## config.mk

```make
export PLATFORM = sky130hd
export DESIGN_NAME = fee_div
export DESIGN_NICKNAME = d
export VERILOG_FILES = /design/src/hdl/fee_pkg.sv /design/src/hdl/fee_div.sv
export SDC_FILE = /design/constraint.sdc
export NUM_CORES = 2
export LEC_CHECK = 0
export BUFFER_PORTS_ARGS = -buffer_cell sky130_fd_sc_hd__buf_2
export CAP_MARGIN = 20
export CORE_AREA = 3 3 534 536
export DETAILED_ROUTE_END_ITERATION = 16
export DIE_AREA = 0 0 537 539
export MAX_ROUTING_LAYER = met4
export SYNTH_ARGS = -nofsm -noshare
export SYNTH_HDL_FRONTEND = slang
export SYNTH_SLANG_ARGS = --single-unit
```

## constraint.sdc

```tcl
create_clock -name clk -period 3.1 [get_ports clk]
set_input_delay 0.155 -clock clk [delete_from_list [all_inputs] [get_ports clk]]
set_output_delay 0.155 -clock clk [all_outputs]
set_load 0.005 [all_outputs]
```

## src/hdl/fee_pkg.sv

```systemverilog
// ----------------------------------------------------------------------------
// fee_pkg
// Shared types and constants of the fuzzy energy budget estimator: widths,
// register map, membership cases and the records passed between stages.
// ----------------------------------------------------------------------------
package fee_pkg;

    // Q1.16 value of a full membership
    localparam logic [16:0] MU_ONE = 17'h10000;

    // Quotient bits of a ramp division and of the budget division
    localparam int RAMP_BITS  = 17;
    localparam int QUOT_BITS  = 40;
    localparam int RULE_COUNT = 6;

    // Configuration port
    localparam int ADDR_W = 6;
    localparam int DATA_W = 64;

    // Register reset values
    localparam logic [31:0] EMPTY_THR_RST = 32'h0001_0000;
    localparam logic [31:0] FULL_THR_RST  = 32'h0002_0000;
    localparam logic [31:0] NEG_THR_RST   = 32'hFFFF_0000;
    localparam logic [30:0] POS_THR_RST   = 31'h0001_0000;
    localparam logic [47:0] COEF_RST      = 48'h0605_0403_0201;

    // Register indexes (byte address / 8)
    typedef enum logic [2:0] {
        REG_EMPTY_THR = 3'd0,
        REG_FULL_THR  = 3'd1,
        REG_NEG_THR   = 3'd2,
        REG_POS_THR   = 3'd3,
        REG_COEF      = 3'd4
    } fee_reg_t;

    // Where the energy falls relative to its thresholds
    typedef enum logic [1:0] {
        E_EMPTY,
        E_RAMP,
        E_FULL
    } fee_ecase_t;

    // Where the change falls relative to its thresholds
    typedef enum logic [1:0] {
        C_NEG,
        C_NRAMP,
        C_PRAMP,
        C_POS
    } fee_ccase_t;

    // Memberships of one request, out of the fuzzifier
    typedef struct packed {
        logic        valid;
        logic [31:0] er;
        logic [16:0] emp;
        logic [16:0] ful;
        logic [16:0] neg;
        logic [16:0] zer;
        logic [16:0] pos;
    } fee_memb_t;

    // Dividend and divisor of one request, out of the rule stage
    typedef struct packed {
        logic        valid;
        logic        zero;
        logic [16:0] asum;
        logic [55:0] prod;
    } fee_prod_t;

endpackage

```

## src/hdl/fee_div.sv

```systemverilog
// ----------------------------------------------------------------------------
// fee_div
// Budget divider: restoring division of the scaled weighted sum by the
// activation sum, one quotient bit per stage, then the output register.
// ----------------------------------------------------------------------------
module fee_div
    import fee_pkg::*;
(
    input  logic        clk,
    input  logic        rst_n,
    input  logic        adv,
    input  fee_prod_t   prod,
    output logic        out_valid,
    output logic [39:0] energy_budget
);

    logic        v_reg    [1:QUOT_BITS];
    logic        zero_reg [1:QUOT_BITS];
    logic [16:0] den_reg  [1:QUOT_BITS];
    logic [16:0] rem_reg  [1:QUOT_BITS];
    logic [39:0] lq_reg   [1:QUOT_BITS];

    logic        out_valid_reg;
    logic [39:0] budget_reg;

    // One quotient bit per stage; dividend bits shift out as quotient shifts in
    for (genvar k = 1; k <= QUOT_BITS; k++)
    begin : g_step
        logic        src_v;
        logic        src_zero;
        logic [16:0] src_den;
        logic [16:0] src_rem;
        logic [39:0] src_lq;
        logic [17:0] trial;
        logic [17:0] diff;
        logic        ge;

        if (k == 1)
        begin : g_first
            assign src_v    = prod.valid;
            assign src_zero = prod.zero;
            assign src_den  = prod.asum;
            assign src_rem  = {1'b0, prod.prod[55:40]};
            assign src_lq   = prod.prod[39:0];
        end
        else
        begin : g_next
            assign src_v    = v_reg[k-1];
            assign src_zero = zero_reg[k-1];
            assign src_den  = den_reg[k-1];
            assign src_rem  = rem_reg[k-1];
            assign src_lq   = lq_reg[k-1];
        end

        always_comb
        begin
            trial = {src_rem, src_lq[39]};
            ge    = trial >= {1'b0, src_den};
            diff  = ge ? trial - {1'b0, src_den} : trial;
        end

        always_ff @(posedge clk or negedge rst_n)
        begin
            if (!rst_n)
                v_reg[k] <= 1'b0;
            else if (adv)
                v_reg[k] <= src_v;
        end

        always_ff @(posedge clk)
        begin
            if (adv)
            begin
                zero_reg[k] <= src_zero;
                den_reg[k]  <= src_den;
                rem_reg[k]  <= diff[16:0];
                lq_reg[k]   <= {src_lq[38:0], ge};
            end
        end
    end

    // Hold the result until taken; zero activation sum gives zero
    always_ff @(posedge clk or negedge rst_n)
    begin
        if (!rst_n)
            out_valid_reg <= 1'b0;
        else if (adv)
            out_valid_reg <= v_reg[QUOT_BITS];
    end

    always_ff @(posedge clk)
    begin
        if (adv)
            budget_reg <= zero_reg[QUOT_BITS] ? '0 : lq_reg[QUOT_BITS];
    end

    assign out_valid     = out_valid_reg;
    assign energy_budget = budget_reg;

endmodule

```

==> impl_metrics.yaml <==
timing:
  setup_viol: 114
  worst_slack_ns: -0.220
  finalClockSkew_ns: 0.0647
  period_share_pct: 107
  timing.slew.headroom_pct: 34.4
  fmax_ghz: 0.301
  min_period_ns: 3.32
  hold_viol: 0
  tightest_slew_ns: 0.978
  holdWs_ns: 0.0962
  slew_violations: 0
  rsz0062_at_grt: "true"
finish:
  largest_reg_flops: 1600
  fill_cells: 22317
  layout-drive-gt1-share_pct: 19.1
  stdcell_area_mm2: 0.157
  layoutNonFillerInstCount: 14150
  nNetsFinal: 10938
  area_delta_synth_final_pct: 19.3
worst_setup_path:
  cp-end-kind: "flop"
  reg2reg_from: "lq_reg[10][39]"
  critPathMaxStageDelay_ns: 0.40
  startpoint: "lq_reg[10][39]"
  slowest_stage: "edfxtp_1"
  start_kind: "flop"
  crit_fanout: 5
  cp.required_ns: 3.73
  worstPathCellList: "inv_2 -> ha_4 -> inv_2 -> fa_2 -> nand3_2 -> a21oi_2 -> o41a_1 -> o41a_1 -> a221o_1 -> o2111ai_4 -> buf_6 -> nand2_4 -> mux2_4"
  critPathArrivalTime_ns: 3.95
  crit_type: "flop to flop"
yosys:
  synth-edff-count: 3006
  syn_area_mm2: 0.132
  synthArstFlopShare_pct: 1.35
  synth_ff_type: "edfxtp_1"
  ys_ff_latch: 3047
  synth_commonest_cells: "edfxtp_1 (3006), inv_1 (866), ha_1 (680), a21oi_1 (503), nand2_1 (491)"
  synth_nets: 9795
  syn_avg_cell_area_um2: 14.6
  synth_top_cells_by_area: "edfxtp_1 (69%), ha_1 (6.5%), mux2_2 (2.5%)"
  yosys.cell_count.top_type: "edfxtp_1"
  synth_top_cell_area_share_pct: 68.6
  yosysUniqueCellTypes: 83
  ys_warn_count: 0
  yosysTopAreaCell: "edfxtp_1"
  yosysSeqAreaShare_pct: 69.4
  postSynthCellCount: 8998
hold_path:
  hp-start: "prod[47]"
  hold_path_class: "primary input to flop"
floorplan:
  pin_count: 119
  start_util_pct: 46.8
  chipHeight_um: 539
  die-area_mm2: 0.289
  die_w_um: 537
  num_rows: 195
  core_area_mm2: 0.281
pwr:
  p_int_mw: 105
  p_clk_share_pct: 24.3
  peakVddDrop_mv: 0.469
  seqPwrFrac_pct: 38.8
  p_sw_mw: 49.8
  finalPower_mw: 155
  power.density_mw_per_mm2: 989
  comb_power_share_pct: 36.9
  netSwitchingFraction_pct: 32.1
  p_leak_nw: 60.9
placement:
  port_buffers: 118
  routabilityCongestion: 0.867
  place_area_mm2: 0.141
  post-place-ws_ns: -0.689
  dpl.cell_count: 13252
  dpl.hpwl_um: 169000
global_routing:
  grt_overflow: 0
  grt_pass1_vias: 73773
  grt_antenna_before_repair: 2
  grt_pass1_wl_um: 399000
  grt_max_degree: 138
  grt.total_usage_pct: 17.5
drt:
  wl_per_cell_um: 17.8
  vias: 73351
  drc_errors: 0
  via_per_inst: 5.18
  ant_nets: 0
  wl_um: 253000
  drt_iter0_markers: 4800
  dr.pass1.iters: 5
cts:
  clkTransAtPathRegs_ns: 0.06
  cts_max_level: 5
  insertion_delay_ns: 0.91
  cts_tree: "yes"
  clock-root-buffer: "clkbuf_16"
  clock_path_buffers: 4
  clock_sinks: 3047
  cts_buffers: 325
run:
  cap_viol_max_count: 0
status:
  failed_checks: "negative setup slack"
  status: "finished, violations left"
==> final timing paths <==
check | slack, ns | depth (start not counted) | endpoint
max in group asynchronous | 2.60 | 4 | g_step[29].src_v
min | 0.1 | 4 | rem_reg[1][8]
max reg2reg | -0.22 | 13 | rem_reg[11][2]
min reg2reg | 0.39 | 0 | lq_reg[5][8]
max | -0.22 | 13 | rem_reg[11][2]
min in group asynchronous | 0.30 | 4 | g_step[11].src_v
==> kinds of logic after synthesis <==
| kind of cell | count (synthesis) | synth area share [%] |
|---|---|---|
| flops | 3047 | 69.4 |
| compound gates | 1842 | 8.86 |
| simple gates | 1568 | 5.66 |
| buf+inv | 988 | 2.84 |
| fa+ha+maj | 719 | 7.06 |
| xor+xnor | 508 | 3.38 |
| mux | 326 | 2.79 |
==> metal layers <==
metal	share of wire (%)	global-route usage (%)	wire, um	up-vias
met5	0	-	0	-
met4	2.4	4.54	6170	0
met3	3.8	2.64	9700	431
met2	49	28.7	123000	1235
met1	45	22.9	113000	35757
li1	-	-	-	35928
==> power by group through the flow <==
stage	Clock, mW	Sequential, mW	Combinational [mW]
after detailed placement	0	61.0	50.4
final	37.7	60.3	57.2
after global placement	0	61.1	49.4
after floorplan	0	58.6	36.4
after global routing	40.9	61.0	63.4
after CTS	39.2	60.3	52.9
==> critical path, delay by kind of cell (launching register included) <==
family                   cells  cell delay [ns]
AO/OA/AOI/OAI                5             1.39
adder cells (fa/ha/maj)      2             0.48
buffers and inverters        3             0.27
flip-flops                   1             0.40
multiplexers                 1             0.34
AND/OR/NAND/NOR              2             0.16
==> stage by stage <==
stage	utilization [%]	TNS [ns]
after floorplan	-	-1.57
after global placement	50.2	-53.03
after detailed placement	50.2	-65.78
after CTS	54.9	-7.67
after global routing	55.8	-33.73
final	55.8	-7.66
==> layout make-up <==
cell class / count / area (um^2) / share of cell area [%]
multi-input cells: 4975 / 38900 / 24.8
flip-flops and latches: 3047 / 91300 / 58.2
clock inverters: 205 / 2120 / 1.35
inverters: 866 / 3260 / 2.08
well taps: 3743 / 4680 / 2.98
diodes: 2 / 5.00 / 0.00319
clock buffers: 386 / 8380 / 5.34
repair buffers: 926 / 8300 / 5.29
==> cell usage in the layout, fill, tap and decap left out, types with 44 or more instances in the layout <==
cell / count
edfxtp_1: 3006
inv_1: 831
ha_1: 654
buf_4: 538
nand2_1: 489
a21oi_1: 433
o21ai_0: 415
nor2_1: 375
clkbuf_16: 342
xnor2_1: 318
a21o_1: 260
mux2_2: 254
xor2_1: 190
dlygate4sd3_1: 143
buf_2: 120
nor2b_1: 107
nor3_1: 94
o21bai_1: 83
nand4_1: 77
clkinv_1: 73
nand2b_1: 69
a21oi_2: 67
buf_12: 62
nand3_1: 61
clkbuf_1: 60
or3_1: 58
a31oi_1: 56
o21a_1: 53
clkinv_2: 53
mux2_4: 46
a211oi_1: 44
==> repair_timing <==
item | 4_1_cts | 5_1_grt
pin swaps | 78 | 170
resized for setup | 172 | 423
cloned | 16 | 20
hold buffers | 144 | 0
buffers inserted | 46 | 80
endpoints found under the setup margin | 444 | 558
hold endpoints to repair | 606 | 0
No activity file was read; power rests on OpenSTA's default activity.
